`config.mk`:
```
export PLATFORM = sky130hd
export DESIGN_NAME = joystick_axis_conditioner
export DESIGN_NICKNAME = d
export VERILOG_FILES = /design/src/rtl/core/jac_pkg.sv /design/src/rtl/core/jac_cfg.sv /design/src/rtl/core/jac_div.sv /design/src/rtl/core/joystick_axis_conditioner.sv
export VERILOG_INCLUDE_DIRS = /design/src /design/src/rtl/core
export SDC_FILE = /design/constraint.sdc
export NUM_CORES = 1
export LEC_CHECK = 0
export BUFFER_PORTS_ARGS = -buffer_cell sky130_fd_sc_hd__clkbuf_2
export CAP_MARGIN = 40
export CORE_MARGIN = 2
export CORE_UTILIZATION = 46
export DETAILED_ROUTE_END_ITERATION = 8
export HOLD_SLACK_MARGIN = 0.15
export PLACE_DENSITY = 0.7
export SYNTH_ARGS = -nofsm -noshare
export SYNTH_HDL_FRONTEND = slang
export SYNTH_HIERARCHICAL = 1
export SYNTH_SLANG_ARGS = --single-unit
```
`constraint.sdc`:
```
create_clock -name clk_i -period 11.45 [get_ports clk_i]
set_input_delay 3.435 -clock clk_i [delete_from_list [all_inputs] [get_ports clk_i]]
set_output_delay 3.435 -clock clk_i [all_outputs]
set_load 0.05 [all_outputs]
```
`src/rtl/core/joystick_axis_conditioner_assert.svh`:
```
// Assertion macros for the joystick axis conditioner RTL.
// Included by files that assert; depends on nothing else.
`ifndef JOYSTICK_AXIS_CONDITIONER_ASSERT_SVH
`define JOYSTICK_AXIS_CONDITIONER_ASSERT_SVH

// Same-cycle implication, off during reset.
`define JAC_ASSERT_IMPL(lbl, clk, rstn, ante, cons) \
  lbl: assert property (@(posedge clk) disable iff (!rstn) (ante) |-> (cons)) \
    else $error("joystick_axis_conditioner: assertion failed");

// Next-cycle implication, off during reset.
`define JAC_ASSERT_NEXT(lbl, clk, rstn, ante, cons) \
  lbl: assert property (@(posedge clk) disable iff (!rstn) (ante) |=> (cons)) \
    else $error("joystick_axis_conditioner: assertion failed");

`endif

```
`src/rtl/core/jac_pkg.sv`:
```
// Shared constants, register codes and types of the joystick axis conditioner.
// No dependencies.
package jac_pkg;

  localparam int unsigned AXIS_N    = 4;
  localparam int unsigned AXIS_IW   = 2;   // axis index bits
  localparam int unsigned RAW_W     = 12;
  localparam int unsigned VAL_W     = 13;  // inverted axes reach 4096
  localparam int unsigned PCT_W     = 7;
  localparam int unsigned NUM_W     = 18;  // 50 * 4096 fits
  localparam int unsigned Q_W       = 6;   // quotient never above 50
  localparam int unsigned DIV_CNT_W = 5;
  localparam int unsigned CFG_IDX_W = 3;

  localparam logic [VAL_W-1:0]     FULL_SCALE = 13'd4096;
  localparam logic [Q_W-1:0]       PCT_SPAN   = 6'd50;
  localparam logic [DIV_CNT_W-1:0] DIV_LAST   = 5'(NUM_W - 1);

  localparam logic [RAW_W-1:0] CENTER_RST   = 12'd2000;
  localparam logic [VAL_W-1:0] DEADBAND_RST = 13'd30;

  // Configuration register indexes
  localparam logic [CFG_IDX_W-1:0] REG_CENTER_SPEED = 3'd0;
  localparam logic [CFG_IDX_W-1:0] REG_CENTER_X     = 3'd1;
  localparam logic [CFG_IDX_W-1:0] REG_CENTER_Y     = 3'd2;
  localparam logic [CFG_IDX_W-1:0] REG_CENTER_Z     = 3'd3;
  localparam logic [CFG_IDX_W-1:0] REG_DEADBAND     = 3'd4;

  typedef enum logic [3:0] {
    S_IDLE = 4'b0001,
    S_AXIS = 4'b0010,
    S_DIV  = 4'b0100,
    S_FIN  = 4'b1000
  } state_e;

  typedef struct packed {
    logic             start;
    logic [NUM_W-1:0] num;
    logic [VAL_W-1:0] den;
  } div_ctrl_t;

  typedef struct packed {
    logic           done;
    logic [Q_W-1:0] quot;
  } div_sts_t;

endpackage

```
`src/rtl/core/jac_cfg.sv`:
```
// Configuration registers: four axis centers and the deadband.
// Depends on jac_pkg.
module jac_cfg (
  input  logic                           clk_i,
  input  logic                           rst_ni,
  input  logic                           cfg_we_i,
  input  logic [jac_pkg::CFG_IDX_W-1:0]  cfg_idx_i,
  input  logic [jac_pkg::VAL_W-1:0]      cfg_wdata_i,
  input  logic [jac_pkg::AXIS_IW-1:0]    axis_sel_i,
  output logic [jac_pkg::RAW_W-1:0]      center_o,
  output logic [jac_pkg::VAL_W-1:0]      deadband_o
);

  logic [jac_pkg::RAW_W-1:0] center_q [jac_pkg::AXIS_N];
  logic [jac_pkg::VAL_W-1:0] deadband_q;

  always_ff @(posedge clk_i or negedge rst_ni) begin
    if (!rst_ni) begin
      for (int i = 0; i < jac_pkg::AXIS_N; i++) center_q[i] <= jac_pkg::CENTER_RST;
      deadband_q <= jac_pkg::DEADBAND_RST;
    end else if (cfg_we_i) begin
      case (cfg_idx_i)
        jac_pkg::REG_CENTER_SPEED, jac_pkg::REG_CENTER_X,
        jac_pkg::REG_CENTER_Y, jac_pkg::REG_CENTER_Z: begin
          center_q[cfg_idx_i[jac_pkg::AXIS_IW-1:0]] <= cfg_wdata_i[jac_pkg::RAW_W-1:0];
        end
        jac_pkg::REG_DEADBAND: begin
          deadband_q <= cfg_wdata_i;
        end
        default: ;  // unused index, dropped
      endcase
    end
  end

  assign center_o   = center_q[axis_sel_i];
  assign deadband_o = deadband_q;

endmodule

```
`src/rtl/core/jac_div.sv`:
```
// Bit-serial restoring divider: one numerator bit per cycle, 6-bit quotient.
// Depends on jac_pkg.
module jac_div (
  input  logic               clk_i,
  input  logic               rst_ni,
  input  jac_pkg::div_ctrl_t ctrl_i,
  output jac_pkg::div_sts_t  sts_o
);

  logic [jac_pkg::NUM_W-1:0]     num_q;
  logic [jac_pkg::VAL_W-1:0]     den_q;
  logic [jac_pkg::VAL_W-1:0]     rem_q, rem_d;
  logic [jac_pkg::Q_W-1:0]       quot_q;
  logic [jac_pkg::DIV_CNT_W-1:0] cnt_q;
  logic                          busy_q, done_q;
  logic [jac_pkg::VAL_W:0]       trial;
  logic                          qbit;

  // shift next numerator bit into the partial remainder
  assign trial = {rem_q, num_q[jac_pkg::NUM_W-1]};
  assign qbit  = trial >= {1'b0, den_q};
  assign rem_d = qbit ? jac_pkg::VAL_W'(trial - {1'b0, den_q})
                      : trial[jac_pkg::VAL_W-1:0];

  always_ff @(posedge clk_i or negedge rst_ni) begin
    if (!rst_ni) begin
      busy_q <= 1'b0;
      done_q <= 1'b0;
      cnt_q  <= '0;
    end else begin
      done_q <= 1'b0;
      if (ctrl_i.start && !busy_q) begin
        busy_q <= 1'b1;
        cnt_q  <= '0;
      end else if (busy_q) begin
        cnt_q <= cnt_q + 1'b1;
        if (cnt_q == jac_pkg::DIV_LAST) begin
          busy_q <= 1'b0;
          done_q <= 1'b1;
        end
      end
    end
  end

  always_ff @(posedge clk_i) begin
    if (ctrl_i.start && !busy_q) begin
      num_q  <= ctrl_i.num;
      den_q  <= ctrl_i.den;
      rem_q  <= '0;
      quot_q <= '0;
    end else if (busy_q) begin
      num_q  <= {num_q[jac_pkg::NUM_W-2:0], 1'b0};
      rem_q  <= rem_d;
      quot_q <= {quot_q[jac_pkg::Q_W-2:0], qbit};
    end
  end

  assign sts_o.done = done_q;
  assign sts_o.quot = quot_q;

endmodule

```
`src/rtl/core/joystick_axis_conditioner.sv`:
```
// Joystick axis conditioner top level: deadband tracking and center scaling.
// Depends on jac_pkg, jac_cfg, jac_div and joystick_axis_conditioner_assert.svh.
//
//  channel | direction | handshake              | payload
//  --------+-----------+------------------------+-----------------------------------
//  in      | to block  | in_valid_i/in_stall_o  | raw_speed_i raw_x_i raw_y_i raw_z_i
//  out     | from block| out_valid_o/out_stall_i| speed_pct_o x_pct_o y_pct_o z_pct_o
//          |           |                        | changed_o
//  cfg     | to block  | cfg_we_i               | cfg_idx_i cfg_wdata_i
//
// Each word is worked through per axis: a setup state, the shared bit-serial
// divider, which takes in the numerator a bit at a time, and a collect step;
// then the output register is loaded as soon as it is free, and only then is
// a new word accepted.
// Reset clears control state, the centers (2000), the deadband (30) and the
// last reported axis values (0).
// A finished word waits in the output register under out_stall_i; a new input
// word is taken meanwhile, and its result waits for the register to free up.
module joystick_axis_conditioner (
  input  logic                                clk_i,
  input  logic                                rst_ni,
  // configuration
  input  logic                                cfg_we_i,
  input  logic [jac_pkg::CFG_IDX_W-1:0]       cfg_idx_i,
  input  logic [jac_pkg::VAL_W-1:0]           cfg_wdata_i,
  // input words
  input  logic                                in_valid_i,
  output logic                                in_stall_o,
  input  logic [jac_pkg::RAW_W-1:0]           raw_speed_i,
  input  logic [jac_pkg::RAW_W-1:0]           raw_x_i,
  input  logic [jac_pkg::RAW_W-1:0]           raw_y_i,
  input  logic [jac_pkg::RAW_W-1:0]           raw_z_i,
  // result words
  output logic                                out_valid_o,
  input  logic                                out_stall_i,
  output logic signed [jac_pkg::PCT_W-1:0]    speed_pct_o,
  output logic signed [jac_pkg::PCT_W-1:0]    x_pct_o,
  output logic signed [jac_pkg::PCT_W-1:0]    y_pct_o,
  output logic signed [jac_pkg::PCT_W-1:0]    z_pct_o,
  output logic                                changed_o
);

`include "joystick_axis_conditioner_assert.svh"

  jac_pkg::state_e state_q, state_d;

  logic [jac_pkg::AXIS_IW-1:0] axis_q;
  logic [jac_pkg::VAL_W-1:0]   cur_q  [jac_pkg::AXIS_N];  // captured axis values
  logic [jac_pkg::VAL_W-1:0]   last_q [jac_pkg::AXIS_N];  // last reported values
  logic [jac_pkg::PCT_W-1:0]   pct_q  [jac_pkg::AXIS_N];
  logic                        neg_q;
  logic                        chg_q;

  logic                        out_valid_q;
  logic [jac_pkg::PCT_W-1:0]   speed_q, x_q, y_q, z_q;
  logic                        changed_q;

  logic                        in_acc;
  logic                        out_free;
  logic                        fin_go;      // result moves into the output register
  logic                        first_axis;  // setup of the speed axis

  logic [jac_pkg::RAW_W-1:0]   center;
  logic [jac_pkg::VAL_W-1:0]   deadband;
  logic [jac_pkg::VAL_W-1:0]   val, cval, last, diff, mag;
  logic                        upd, ge;
  logic [jac_pkg::NUM_W-1:0]   mag_w;
  logic [jac_pkg::PCT_W-1:0]   qext;

  jac_pkg::div_ctrl_t div_ctrl;
  jac_pkg::div_sts_t  div_sts;

  jac_cfg u_cfg (
    .clk_i      (clk_i),
    .rst_ni     (rst_ni),
    .cfg_we_i   (cfg_we_i),
    .cfg_idx_i  (cfg_idx_i),
    .cfg_wdata_i(cfg_wdata_i),
    .axis_sel_i (axis_q),
    .center_o   (center),
    .deadband_o (deadband)
  );

  jac_div u_div (
    .clk_i (clk_i),
    .rst_ni(rst_ni),
    .ctrl_i(div_ctrl),
    .sts_o (div_sts)
  );

  assign in_stall_o = state_q != jac_pkg::S_IDLE;
  assign in_acc     = in_valid_i && !in_stall_o;
  assign out_free   = !out_valid_q || !out_stall_i;
  assign fin_go     = state_q == jac_pkg::S_FIN && out_free;
  assign first_axis = state_q == jac_pkg::S_AXIS && axis_q == '0;

  // Per-axis setup: deadband test against the last reported value, and the
  // numerator/denominator for the scaling divide.
  assign val  = cur_q[axis_q];
  assign last = last_q[axis_q];
  assign cval = {1'b0, center};
  assign diff = (val >= last) ? val - last : last - val;
  assign upd  = diff > deadband;
  assign ge   = val >= cval;
  assign mag  = ge ? val - cval : cval - val;
  assign mag_w = jac_pkg::NUM_W'(mag);
  // 50 * mag as 32 + 16 + 2
  assign div_ctrl.num   = (mag_w << 5) + (mag_w << 4) + (mag_w << 1);
  assign div_ctrl.den   = ge ? jac_pkg::FULL_SCALE - cval : cval;
  assign div_ctrl.start = state_q == jac_pkg::S_AXIS;

  assign qext = {1'b0, div_sts.quot};

  always_comb begin
    state_d = state_q;
    case (state_q)
      jac_pkg::S_IDLE: if (in_acc) state_d = jac_pkg::S_AXIS;
      jac_pkg::S_AXIS: state_d = jac_pkg::S_DIV;
      jac_pkg::S_DIV: begin
        if (div_sts.done) begin
          state_d = (axis_q == jac_pkg::AXIS_IW'(jac_pkg::AXIS_N - 1)) ? jac_pkg::S_FIN
                                                                      : jac_pkg::S_AXIS;
        end
      end
      jac_pkg::S_FIN: if (out_free) state_d = jac_pkg::S_IDLE;
      default: state_d = jac_pkg::S_IDLE;
    endcase
  end

  always_ff @(posedge clk_i or negedge rst_ni) begin
    if (!rst_ni) begin
      state_q     <= jac_pkg::S_IDLE;
      axis_q      <= '0;
      out_valid_q <= 1'b0;
      for (int i = 0; i < jac_pkg::AXIS_N; i++) last_q[i] <= '0;
    end else begin
      state_q <= state_d;
      if (in_acc) axis_q <= '0;
      else if (state_q == jac_pkg::S_DIV && div_sts.done) axis_q <= axis_q + 1'b1;
      if (state_q == jac_pkg::S_AXIS && upd) last_q[axis_q] <= val;
      if (state_q == jac_pkg::S_FIN && out_free) out_valid_q <= 1'b1;
      else if (!out_stall_i) out_valid_q <= 1'b0;
    end
  end

  // payload registers
  always_ff @(posedge clk_i) begin
    if (in_acc) begin
      cur_q[0] <= {1'b0, raw_speed_i};
      cur_q[1] <= {1'b0, raw_x_i};
      cur_q[2] <= jac_pkg::FULL_SCALE - {1'b0, raw_y_i};  // y and z run inverted
      cur_q[3] <= jac_pkg::FULL_SCALE - {1'b0, raw_z_i};
      chg_q    <= 1'b0;
    end
    if (state_q == jac_pkg::S_AXIS) begin
      neg_q <= !ge;
      if (upd) chg_q <= 1'b1;
    end
    if (state_q == jac_pkg::S_DIV && div_sts.done) begin
      pct_q[axis_q] <= neg_q ? -qext : qext;
    end
    if (state_q == jac_pkg::S_FIN && out_free) begin
      speed_q   <= pct_q[0];
      x_q       <= pct_q[1];
      y_q       <= pct_q[2];
      z_q       <= pct_q[3];
      changed_q <= chg_q;
    end
  end

  assign out_valid_o = out_valid_q;
  assign speed_pct_o = speed_q;
  assign x_pct_o     = x_q;
  assign y_pct_o     = y_q;
  assign z_pct_o     = z_q;
  assign changed_o   = changed_q;

  `JAC_ASSERT_IMPL(a_done_in_div, clk_i, rst_ni, div_sts.done, state_q == jac_pkg::S_DIV)
  `JAC_ASSERT_IMPL(a_quot_range, clk_i, rst_ni, div_sts.done, div_sts.quot <= jac_pkg::PCT_SPAN)
  `JAC_ASSERT_NEXT(a_accept_starts, clk_i, rst_ni, in_acc, first_axis)
  `JAC_ASSERT_NEXT(a_fin_delivers, clk_i, rst_ni, fin_go, out_valid_q && !in_stall_o)

endmodule
```
* After elaboration in Yosys (flattened, before gate mapping)
Memories as Yosys holds them, arrays and structs flattened. A register that Yosys moved wholly into a read port is not among the register bits.
Index checks and enable logic that the tools add are counted.
** Storage, ports and cells
- Register bits :: 180
- Latch bits :: 0
- Bits in writable memories :: 80
- Memory bits (read-only) :: 0
- Output and inout port bits :: 31
- Logic and storage cells :: 126
- Memories :: 2
** Operators by class
- Add/subtract/negate cells :: 13
- Multiply operators :: 0
- Div/mod/pow operators :: 0
- Magnitude comparators :: 8
- Equality and inequality tests :: 15
- Shifts and indexed selects :: 0
- Multiplexer cells :: 43
- Bitwise operators :: 2
- Reductions and logical operators :: 20
** Memory list
- cur_q :: words 4, bits a word 13, rd ports 1, clocked after memory_dff 0, write ports 4, line joystick_axis_conditioner.sv:48 : logic [jac_pkg::VAL_W-1:0] cur_q [jac_pkg::AXIS_N];
- pct_q :: words 4, bits a word 7, rd ports 4, clocked after memory_dff 4, write ports 1, line joystick_axis_conditioner.sv:50 : logic [jac_pkg::PCT_W-1:0] pct_q [jac_pkg::AXIS_N];
** Operators with widths (number)
- $mux W13 :: 6
- $bwmux W52 :: 1
- $bwmux W48 :: 1
- $mux W12 :: 4
- $sub A13 B12 Y13 const A :: 3
- $sub A13 B13 Y13 :: 3
- $mux W18 :: 2
- $bmux W13 S2 :: 1
- $demux W13 S2 :: 1
- $bmux W12 S2 :: 1
- $demux W12 S2 :: 1
- $add A18 B14 Y18 :: 1
- $add A18 B17 Y18 :: 1
- $mux W4 :: 4
- $pmux W4 S4 :: 1
- $mux W1 :: 15
- $ge A14 B13 Y1 :: 1
- $ge A13 B12 Y1 :: 1
- $ge A13 B13 Y1 :: 1
- $gt A13 B13 Y1 :: 1
- $sub A12 B13 Y13 :: 1
- $sub A13 B12 Y13 :: 1
- $mux W5 :: 2
- $logic_and A1 B1 Y1 :: 7
- 27 further kinds :: 40

* Logic depth before layout (Yosys ltp)
Gate-level depths: netlist of the first run.
- Depth in word-level cells :: 9
- Gate-level depth with buffers :: 27
- Gate-level depth less buffers :: 24

* By module
Netlist of the first run, hierarchy kept.
** Modules (own cells, without submodules)
- joystick_axis_conditioner :: instances 1, cells each 871, area an instance 10671.5 sq um
- jac_div :: instances 1, cells each 274, area an instance 2966.6 sq um
- jac_cfg :: instances 1, cells each 146, area an instance 2788.9 sq um

* Least setup slack after synthesis of the first run
No wires, ideal clock.
- Kind :: register to register
- Start :: register axis_q[0] (netlist name)
- End :: register u_div/num_q[17] (netlist name), data pin
- Setup time :: 0.260 ns
- Arrival time :: 5.776 ns
- Data required time :: 11.190 ns
- Slack :: 5.414 ns
- Stages on the path, launching flop included :: 25
- Path buffers :: 2
- Clock period less this slack :: 6.036 ns
- Cell sequence :: dfrtp_1 buf_6 mux4_1 ha_1 nor2b_1 o211ai_1 a31oi_1 o311ai_4 nand2b_4 inv_4 buf_8 mux2i_4 xnor2_4 xnor2_1 ha_1 fa_1 a21o_1 a21oi_1 o21ai_0 a31oi_1 nor2b_1 o21a_1 o41ai_1 xnor2_1 mux2_2
** RTL lines
- start: declaration :: line joystick_axis_conditioner.sv:47 : logic [jac_pkg::AXIS_IW-1:0] axis_q;
- start signal: assignment :: line joystick_axis_conditioner.sv:139 : else if (state_q == jac_pkg::S_DIV && div_sts.done) axis_q <= axis_q + 1'b1;
- end signal: assignment :: line jac_div.sv:47 : num_q <= ctrl_i.num;
- end signal: assignment :: line jac_div.sv:52 : num_q <= {num_q[jac_pkg::NUM_W-2:0], 1'b0};
- end: declaration :: line jac_div.sv:10 : logic [jac_pkg::NUM_W-1:0] num_q;

==> results of run 1 <==
report_power, final:
| part | switching (W) | internal (W) |
|---|---|---|
| sequential | 0.000112 | 0.00136 |
| clock | 0.000410 | 0.000663 |
| combinational | 0.00181 | 0.00149 |
synth_stat cells, drive strengths merged, types with 3 or more instances:
cell type,number
mux2,135
clkbuf,13
buf,33
nor2,63
dfrtp,98
a22o,6
xor2,25
mux2i,13
or3,4
o21a,10
nand3,22
o22ai,4
nand2,61
nor2b,16
mux4,38
o41ai,6
ha,106
dfstp,29
nor3,26
a21o,17
nand4,12
o211ai,15
o31ai,7
xnor2,64
a21oi,52
o21ai,43
inv,104
o21bai,11
a31oi,11
edfxtp,139
nor4,7
fa,10
and4bb,3
dfxtp,20
nand2b,26
nand3b,5
and2,6
per-stage QoR:
stage,instances,utilization
after CTS,1873,0.519
after floorplan,1291,-
after global routing,1873,0.519
after detailed placement,1817,0.488
final,1873,0.519
after global placement,1814,0.487
layout make-up:
class / count / share of cell area
sequential: 286 / 0.424
multi-input combinational: 855 / 0.430
tap: 461 / 0.0314
clock inverter: 23 / 0.0184
clock buffer: 33 / 0.0415
timing repair buffer: 111 / 0.0333
inverter: 104 / 0.0214
worst register-to-register path, delay by kind of cell (launching register included):
kind,cells,cell delay (ns)
AOI/OAI and AO/OA,9,2.09
xor gates and xnor gates,2,0.36
adders and majority gates,3,1.24
buffers and inverters,3,0.88
DFF,1,0.69
muxes,3,1.58
and+or+nand+nor,3,0.47
how the worst min path moves through the flow:
stage	slack, ns	depth (start not counted)	from	to
after global routing	0.43	0	pct_q[2][4]	y_pct_o[4]
after CTS	0.42	0	pct_q[2][5]	y_pct_o[5]
after global placement	0.41	0	pct_q[1][3]	x_pct_o[3]
after floorplan	0.40	0	pct_q[0][0]	speed_pct_o[0]
after detailed placement	0.40	0	pct_q[0][6]	speed_pct_o[6]
final	0.41	0	pct_q[2][5]	y_pct_o[5]
logic make-up (layout without fill, tap and decap cells):
group,Yosys count,count (layout),share of synthesized area
and+or+nand+nor,262,262,0.0866
AOI/OAI and AO/OA,201,201,0.0827
DFF,286,286,0.474
buffers and inverters,150,271,0.0453
muxes,186,186,0.168
adders and majority gates,116,116,0.0929
other,1,1,0.000228
xor gates and xnor gates,89,89,0.0502
metal layers:
metal | wire (um) | part of all wire
met5 | 0 | 0
met4 | 1140 | 0.034
met3 | 1180 | 0.035
met2 | 16700 | 0.49
met1 | 15000 | 0.44
flip-flops by register name, indices dropped and copies added (netlist names), 2 cells and up:
signal	count
y_pct_o	7
pct_q	28
cur_q	50
x_pct_o	7
u_div/num_q	18
axis_q	2
u_div/cnt_q	5
speed_pct_o	7
u_div/den_q	13
last_q	52
z_pct_o	7
u_div/rem_q	13
u_cfg/deadband_o	13
u_div/quot_q	6
state_q	4
u_cfg/center_q	48
==> impl_metrics.toml, run 1 <==
[status]
status = "finished clean"

[synthesis]
synth_top_area_share = 0.254
syn-cell-area_um2 = 16400
yosysTopAreaCell = "edfxtp_1"
synthesis.nets = 1476
ys_seq_elements = 286
async_reset_ff_frac = 0.444
synth_cell_types = 82
ys_warn_count = 6
ys_seq_area_frac = 0.474
ys_top_cells_by_area = "edfxtp_1 (25%), dfrtp_1 (15%), ha_1 (8.1%)"
synthCells = 1291
synth.avg_cell_area_um2 = 12.7
synth_edf_count = 139
ys.flop_type = "edfxtp_1"

[routing]
remaining_drc_errors = 0
viasPerCell = 5.42
routed_wl_um = 34000
drtIter0Drc = 577
route.vias.total = 10153
wl_per_cell_um = 18.2
dr.pass1.iters = 5
drtAntennaViolNets = 0

[clock_tree]
clk_latency_ns = 0.58
cts_hold_buf = 0
cts_max_level = 1
cts.clk_slew.worst_paths_ns = 0.06
root_buffer = "clkbuf_16"
clk_path_buf_depth = 3
clkSinkCount = 286
tritoncts = "yes"
numCtsBuffers = 30
ctsResizeCount = 0
cts_setup_buffers = 0

[global_route]
grtUsageMet2 = 0.328
grt_max_degree = 54
grt_util_met1 = 0.244
antenna_found_initial = 0
overflow = 0
met3_usage = 0.0244
grt_use_total = 0.189
grt_first_pass_wirelength_um = 55600
grt_pass1_vias = 10427
top_usage_layer = "met2"

[floorplan]
fp.coreArea_um2 = 35400
start_util = 0.464
rows = 69
die_h_um = 193
dieArea_um2 = 37200
ioPinCount = 100
dieWidth_um = 193

[worst_setup_path]
crit_type = "flip-flop to flip-flop"
crit_cells = 23
crit_buf_inv = 3
setup.worst_path.start_class = "flip-flop"
end_kind = "flip-flop"
required_ns = 11.76
critPathCapture = "u_div/num_q[17]"
path_cells = "buf_4 -> mux4_1 -> ha_1 -> nor2b_1 -> o211ai_1 -> a31oi_1 -> o311ai_4 -> nand2b_4 -> inv_4 -> mux2_2 -> xor2_2 -> inv_1 -> ha_1 -> fa_1 -> a21o_1 -> a21oi_1 -> o21ai_0 -> a31oi_1 -> nor2b_1 -> o21a_1 -> o41ai_1 -> xnor2_1 -> mux2_2"
crit_family = "compound AO/OA/AOI/OAI gates"
reg2reg_to = "u_div/num_q[17]"
startpoint = "axis_q[0]"
cp.arrival_ns = 7.88
rrSetupSlack_ns = 3.88
rr_worst_depth = 23
critPathMaxFanout = 29
cpPeakStageDelay_ns = 0.90
slowest_stage = "mux4_1"
rr_startpoint = "axis_q[0]"

[final_layout]
fin_area_um2 = 18400
drive_gt1_frac = 0.268
final_cell_mix = "edfxtp_1 (139), ha_1 (106), inv_1 (102)"
num_antenna_cells = 0
fin_nets = 1573
area_growth_pct = 11.8
final_common_cell = "edfxtp_1"
nFillCells = 2996
multi_input_area_um2 = 7900
regArea_um2 = 7790

[pwr]
leakagePower_nw = 7.65
power_density_nw_per_um2 = 318
p_total_w = 0.00584
ir_drop_v = 0.000297

[timing]
slew_violations = 0
maxSlewHeadroom = 0.399
clock_skew_ns = 0.0200
hold_violations = 0
min_period_ns = 7.57
rsz0062_at_grt = "no"
setup_viol = 0
finalSetupTns_ns = 0
worst_pin_slew_ns = 0.901
fmax_mhz = 132
layout_setup_ws_ns = 3.88
hold_slack_ns = 0.415
period_share = 0.661

[place]
placed_cell_area_um2 = 17300
gp_congestion = 0.919
place_ws_ns = 3.82
hpwlAfterDp_um = 24900
numPortBuffers = 99

[min_path]
hp-class = "flip-flop to flip-flop"

[job]
max_cap_violations = 0
No activity file was read; power rests on OpenSTA's default activity.
==> run 2, diff against run 1 <==
--- a/config.mk
+++ b/config.mk
@@ -6,13 +6,14 @@
 export SDC_FILE = /design/constraint.sdc
 export NUM_CORES = 1
 export LEC_CHECK = 0
+export ABC_AREA = 1
 export BUFFER_PORTS_ARGS = -buffer_cell sky130_fd_sc_hd__clkbuf_2
 export CAP_MARGIN = 40
 export CORE_MARGIN = 2
 export CORE_UTILIZATION = 46
 export DETAILED_ROUTE_END_ITERATION = 8
 export HOLD_SLACK_MARGIN = 0.15
-export PLACE_DENSITY = 0.7
+export PLACE_DENSITY = 0.72
 export SYNTH_ARGS = -nofsm -noshare
 export SYNTH_HDL_FRONTEND = slang
 export SYNTH_HIERARCHICAL = 1
==> constraint.sdc (replaced) <==
create_clock -name clk_i -period 6.37 [get_ports clk_i]
set_input_delay 1.911 -clock clk_i [delete_from_list [all_inputs] [get_ports clk_i]]
set_output_delay 1.911 -clock clk_i [all_outputs]
set_load 0.05 [all_outputs]
==> run 2 against run 1 <==
Effect of this change:
- first-iteration DRC count grew 93%
- global-route usage grew 3.3 points
- cell area grew 6.5%
- critical endpoint is now last_q[3]
==> impl_metrics.toml, run 2 <==
[status]
status = "finished clean"

[synthesis]
synthesis.nets = 2331
synth_cell_types = 62
ys_warn_count = 6
ys_top_cells_by_area = "edfxtp_1 (24%), nand2_1 (15%), dfrtp_1 (14%)"
synth_most_common_cell = "nand2_1"
syn-cell-area_um2 = 17600
ys_seq_area_frac = 0.442
yosysTopAreaCell = "edfxtp_1"
ys.flop_type = "edfxtp_1"
yosys-top-cells-count = "nand2_1 (718), inv_1 (264), nand3_1 (142)"
synth.avg_cell_area_um2 = 8.21
synth_top_area_share = 0.237
ys_seq_elements = 286
async_reset_ff_frac = 0.444
synthCells = 2146
synth_edf_count = 139

[worst_setup_path]
crit_type = "flip-flop to flip-flop"
setup.worst_path.start_class = "flip-flop"
cp_common_cell = "nand2_1"
cp.arrival_ns = 6.16
required_ns = 6.84
critPathMaxFanout = 23
cpPeakStageDelay_ns = 0.61
slowest_stage = "nand3_1"
path_cells = "buf_4 -> nand2_1 -> a32oi_1 -> inv_1 -> ha_1 -> a21oi_1 -> o21ai_0 -> nand2_1 -> nand3_1 -> nand2_1 -> nand3_2 -> inv_2 -> nand2_1 -> nand2_1 -> inv_1 -> ha_1 -> nand2_1 -> inv_1 -> nand3b_1 -> o21ai_4 -> nand3_1 -> nand2_1 -> nand2_1"
end_kind = "flip-flop"

[global_route]
grt_first_pass_wirelength_um = 70600
grt_max_degree = 56
grt_pass1_vias = 13833
grt_use_total = 0.223
antenna_found_initial = 0
overflow = 0

[routing]
routed_wl_um = 43900
dr.pass1.iters = 5
wl_per_cell_um = 15.9
drtAntennaViolNets = 0
remaining_drc_errors = 0
route.vias.total = 14394
drtIter0Drc = 1116
viasPerCell = 5.21

[place]
hpwlAfterDp_um = 32400
gp_congestion = 0.979
numPortBuffers = 99

[floorplan]
dieArea_um2 = 39900
start_util = 0.468
dieWidth_um = 200
die_h_um = 200
ioPinCount = 100
rows = 71
fp.coreArea_um2 = 37700

[timing]
maxSlewHeadroom = 0.395
clock_skew_ns = 0.0122
finalSetupTns_ns = 0
setup_viol = 0
rsz0062_at_grt = "no"
hold_violations = 0
fmax_mhz = 176
min_period_ns = 5.69
slew_violations = 0
worst_pin_slew_ns = 0.905
period_share = 0.893

[clock_tree]
cts.clk_slew.worst_paths_ns = 0.07
tritoncts = "yes"
clkSinkCount = 286
root_buffer = "clkbuf_16"
cts_max_level = 1
clk_latency_ns = 0.59
clk_path_buf_depth = 3
cts_setup_buffers = 0
ctsResizeCount = 0
cts_hold_buf = 0
numCtsBuffers = 30

[final_layout]
final_cell_mix = "nand2_1 (718), inv_1 (264), nand3_1 (142)"
drive_gt1_frac = 0.132
regArea_um2 = 7790
fin_nets = 2414
top_register = "last_q"
area_growth_pct = 11.0
reg_top3 = "last_q (52), cur_q (50), u_cfg/center_q (48)"
nFillCells = 3556
final_common_cell = "nand2_1"
num_antenna_cells = 0
largest_register_ffs = 52
multi_input_area_um2 = 8340

[min_path]
hp-class = "flip-flop to flip-flop"

[job]
max_cap_violations = 0
## run 2: cell types whose count changed after synthesis, sizes merged, moves of 19 or more
cell / change
a32oi: +24
nor2: +28
xor2: +46
inv: +176
nand4: +59
buf: +19
nand3: +132
mux4: -38
nand2b: -25
xnor2: -47
a21oi: +38
mux2: -135
nand2: +678
## run 2: area by class of cell
| type | instances | area share |
|---|---|---|
| multi-input combinational | 1499 | 0.426 |
| tap | 511 | 0.0327 |
| clock inverter | 20 | 0.0109 |
| timing repair buffer | 130 | 0.0380 |
| inverter | 282 | 0.0544 |
| sequential | 286 | 0.398 |
| clock buffer | 36 | 0.0395 |
## run 2: logic make-up (layout without fill, tap and decap cells)
logic type      after synthesis  in the layout  share of synthesized area
xor+xnor                     88             88                     0.0437
mux                           2              2                    0.00114
other cells                   1              1                   0.000213
fa+ha+maj                   116            116                     0.0866
simple gates               1090           1090                      0.269
flops                       286            286                      0.442
buf+inv                     361            468                     0.0874
compound gates              202            202                     0.0703
## run 2: per-stage QoR
| stage | util | cell area (um2) | worst slack, ns | hold WS [ns] | cells |
|---|---|---|---|---|---|
| floorplan | - | 17600 | 1.46 | 0.400 | 2146 |
| global placement | 0.493 | 18600 | 0.785 | 0.402 | 2708 |
| detailed placement | 0.493 | 18600 | 0.805 | 0.405 | 2708 |
| CTS | 0.519 | 19600 | 0.765 | 0.419 | 2764 |
| global route | 0.519 | 19600 | 0.295 | 0.428 | 2764 |
| finish | 0.519 | 19600 | 0.680 | 0.417 | 2764 |
## run 2: per-layer routing
metal | track usage | vias up | wire length, um | part of all wire
met2 | 0.364 | 439 | 20300 | 0.46
met4 | 0.0886 | 0 | 1610 | 0.037
li1 | - | 7145 | - | -
met1 | 0.301 | 6720 | 19400 | 0.44
met3 | 0.0286 | 90 | 2570 | 0.059
met5 | 0 | - | 0 | 0
## run 2: critical path, delay by kind of cell, from the launching register on
family                   cells  cell delay, ns
buffers and inverters        5            0.94
AO/OA/AOI/OAI                4            1.45
adder cells (fa/ha/maj)      2            0.70
flip-flops                   1            0.58
AND/OR/NAND/NOR             12            1.89
## run 2: path summary, 6_finish.rpt
check,to,slack [ns],startpoint,depth (start not counted)
min,z_pct_o[2],0.42,pct_q[3][2],0
max reg2reg,last_q[3],0.68,axis_q[0],23
min in group asynchronous,u_cfg/center_q[35],1.37,rst_ni,1
min reg2reg,z_pct_o[2],0.42,pct_q[3][2],0
max,last_q[3],0.68,axis_q[0],23
max in group asynchronous,u_cfg/center_q[4],3.98,rst_ni,2
Power of run 2 is left out: the tool's default activity adds up to more than one toggle a clock period on the data nets, which glitch-free logic cannot reach.
==> run 3, diff against run 2 <==
--- a/config.mk
+++ b/config.mk
@@ -14,6 +14,7 @@
 export DETAILED_ROUTE_END_ITERATION = 8
 export HOLD_SLACK_MARGIN = 0.15
 export PLACE_DENSITY = 0.72
+export RECOVER_POWER = 50
 export SYNTH_ARGS = -nofsm -noshare
 export SYNTH_HDL_FRONTEND = slang
 export SYNTH_HIERARCHICAL = 1
==> run 3 against run 2 <==
Effect of this change:
- the flow now finishes with violations (capacitance limit, slew limit)
- non-clock buffer count unchanged
- clock skew decreased by 0.0012 ns
- flip-flop and latch count unchanged
- worst setup slack got worse by 0.0059 ns
- maximum frequency decreased by 0.10%
- global-route usage unchanged
- final cell count unchanged
- sequential share of layout area increased by 0.079 points
- worst hold slack about the same
- critical path depth unchanged
- largest cell class unchanged
==> impl_metrics.toml, run 3 (same netlist as run 2, synthesis figures left out) <==
[final_layout]
reg_top3 = "last_q (52), cur_q (50), u_cfg/center_q (48)"
layoutNonFillerInstCount = 2764
nFillCells = 3569
top_register = "last_q"
final_cell_mix = "nand2_1 (718), inv_1 (264), nand3_1 (142)"
area_growth_pct = 10.8
largest_register_ffs = 52
final_common_cell = "nand2_1"
drive_gt1_frac = 0.126
num_antenna_cells = 0
finalCoreUtilization = 0.518
fin_nets = 2414

[global_route]
grt_use_total = 0.223
top_usage_layer = "met2"
overflow = 0
met3_usage = 0.0286
grt_util_met1 = 0.301
grtUsageMet2 = 0.364
grt_first_pass_wirelength_um = 70600
grt_pass1_vias = 13833
grt_max_degree = 56
antenna_found_initial = 0

[floorplan]
fp.coreArea_um2 = 37700
dieArea_um2 = 39900
start_util = 0.468
dieWidth_um = 200
ioPinCount = 100
die_h_um = 200
rows = 71

[clock_tree]
clk_path_buf_depth = 3
clk_latency_ns = 0.59
ctsResizeCount = 0
cts_setup_buffers = 0
numCtsBuffers = 30
cts.clk_slew.worst_paths_ns = 0.07
cts_max_level = 1
clkSinkCount = 286
cts_hold_buf = 0
root_buffer = "clkbuf_16"
tritoncts = "yes"

[place]
numPortBuffers = 99
placed_cells = 2708
hpwlAfterDp_um = 32400
gp_congestion = 0.979

[routing]
remaining_drc_errors = 0
drtAntennaViolNets = 0
route.vias.total = 14385
drtIter0Drc = 1116
dr.pass1.iters = 6
wl_per_cell_um = 15.9
viasPerCell = 5.20
routed_wl_um = 43900

[worst_setup_path]
cp.arrival_ns = 6.17
end_kind = "flip-flop"
required_ns = 6.84
path_cells = "inv_6 -> nand2_1 -> a32oi_1 -> inv_1 -> ha_1 -> a21oi_1 -> o21ai_0 -> nand2_1 -> nand3_1 -> nand2_1 -> nand3_2 -> inv_2 -> nand2_1 -> nand2_1 -> inv_1 -> ha_1 -> nand2_1 -> inv_1 -> nand3b_1 -> o21ai_4 -> nand3_1 -> nand2_1 -> nand2_1"
critPathMaxFanout = 55
setup.worst_path.start_class = "flip-flop"
slowest_stage = "nand3_1"
cpPeakStageDelay_ns = 0.61
crit_type = "flip-flop to flip-flop"
cp_common_cell = "nand2_1"

[timing]
slew_violations = 140
maxSlewHeadroom = -1.01
min_period_ns = 5.70
rsz0062_at_grt = "no"
worst_pin_slew_ns = 3.01
period_share = 0.894
fmax_mhz = 176
hold_violations = 0
setup_viol = 0
clock_skew_ns = 0.0110
finalSetupTns_ns = 0

[status]
status = "complete, but fails checks"
failed_checks = "capacitance limit, slew limit"

[job]
max_cap_violations = 3

[min_path]
hp-class = "flip-flop to flip-flop"
[run 3: area by class of cell]
| cell class | count | area, um2 | share of cell area |
|---|---|---|---|
| multi-input cells | 1499 | 8320 | 0.426 |
| flip-flops and latches | 286 | 7790 | 0.399 |
| inverters | 282 | 1060 | 0.0545 |
| clock buffers | 36 | 773 | 0.0396 |
| repair buffers | 130 | 717 | 0.0367 |
| well taps | 511 | 639 | 0.0328 |
| clock inverters | 20 | 214 | 0.0110 |
[run 3: path summary, 6_finish.rpt]
path | from | endpoint | slack [ns] | cells after the start
max | axis_q[0] | last_q[3] | 0.67 | 23
min | pct_q[3][2] | z_pct_o[2] | 0.42 | 0
max reg2reg | axis_q[0] | last_q[3] | 0.67 | 23
min reg2reg | pct_q[3][2] | z_pct_o[2] | 0.42 | 0
max in group asynchronous | rst_ni | axis_q[0] | 1.07 | 2
min in group asynchronous | rst_ni | u_cfg/deadband_o[9] | 2.30 | 1
[run 3: critical path: cells and delay by family, from the launching register on]
| family | cells | cell delay (ns) |
|---|---|---|
| AND/OR/NAND/NOR | 12 | 1.91 |
| adder cells (fa/ha/maj) | 2 | 0.70 |
| AO/OA/AOI/OAI | 4 | 1.44 |
| buffers and inverters | 5 | 0.95 |
| flip-flops | 1 | 0.54 |
[run 3: metrics by stage]
stage          setup WS [ns]  hold slack (ns)  instance area (um2)
3_5_place_dp           0.805            0.405                18600
4_1_cts                0.765            0.419                19600
6_report               0.674            0.416                19500
5_1_grt                0.277            0.428                19500
2_1_floorplan           1.46            0.400                17600
3_3_place_gp           0.785            0.402                18600
[run 3: per-layer routing]
metal  wire (um)  vias to the layer above  share of wire
li1            -                     7148              -
met1       19500                     6712           0.45
met2       20300                      432           0.46
met3        2400                       93          0.055
met4        1620                        0          0.037
met5           0                        -              0
Power of run 3 is left out for the same reason.
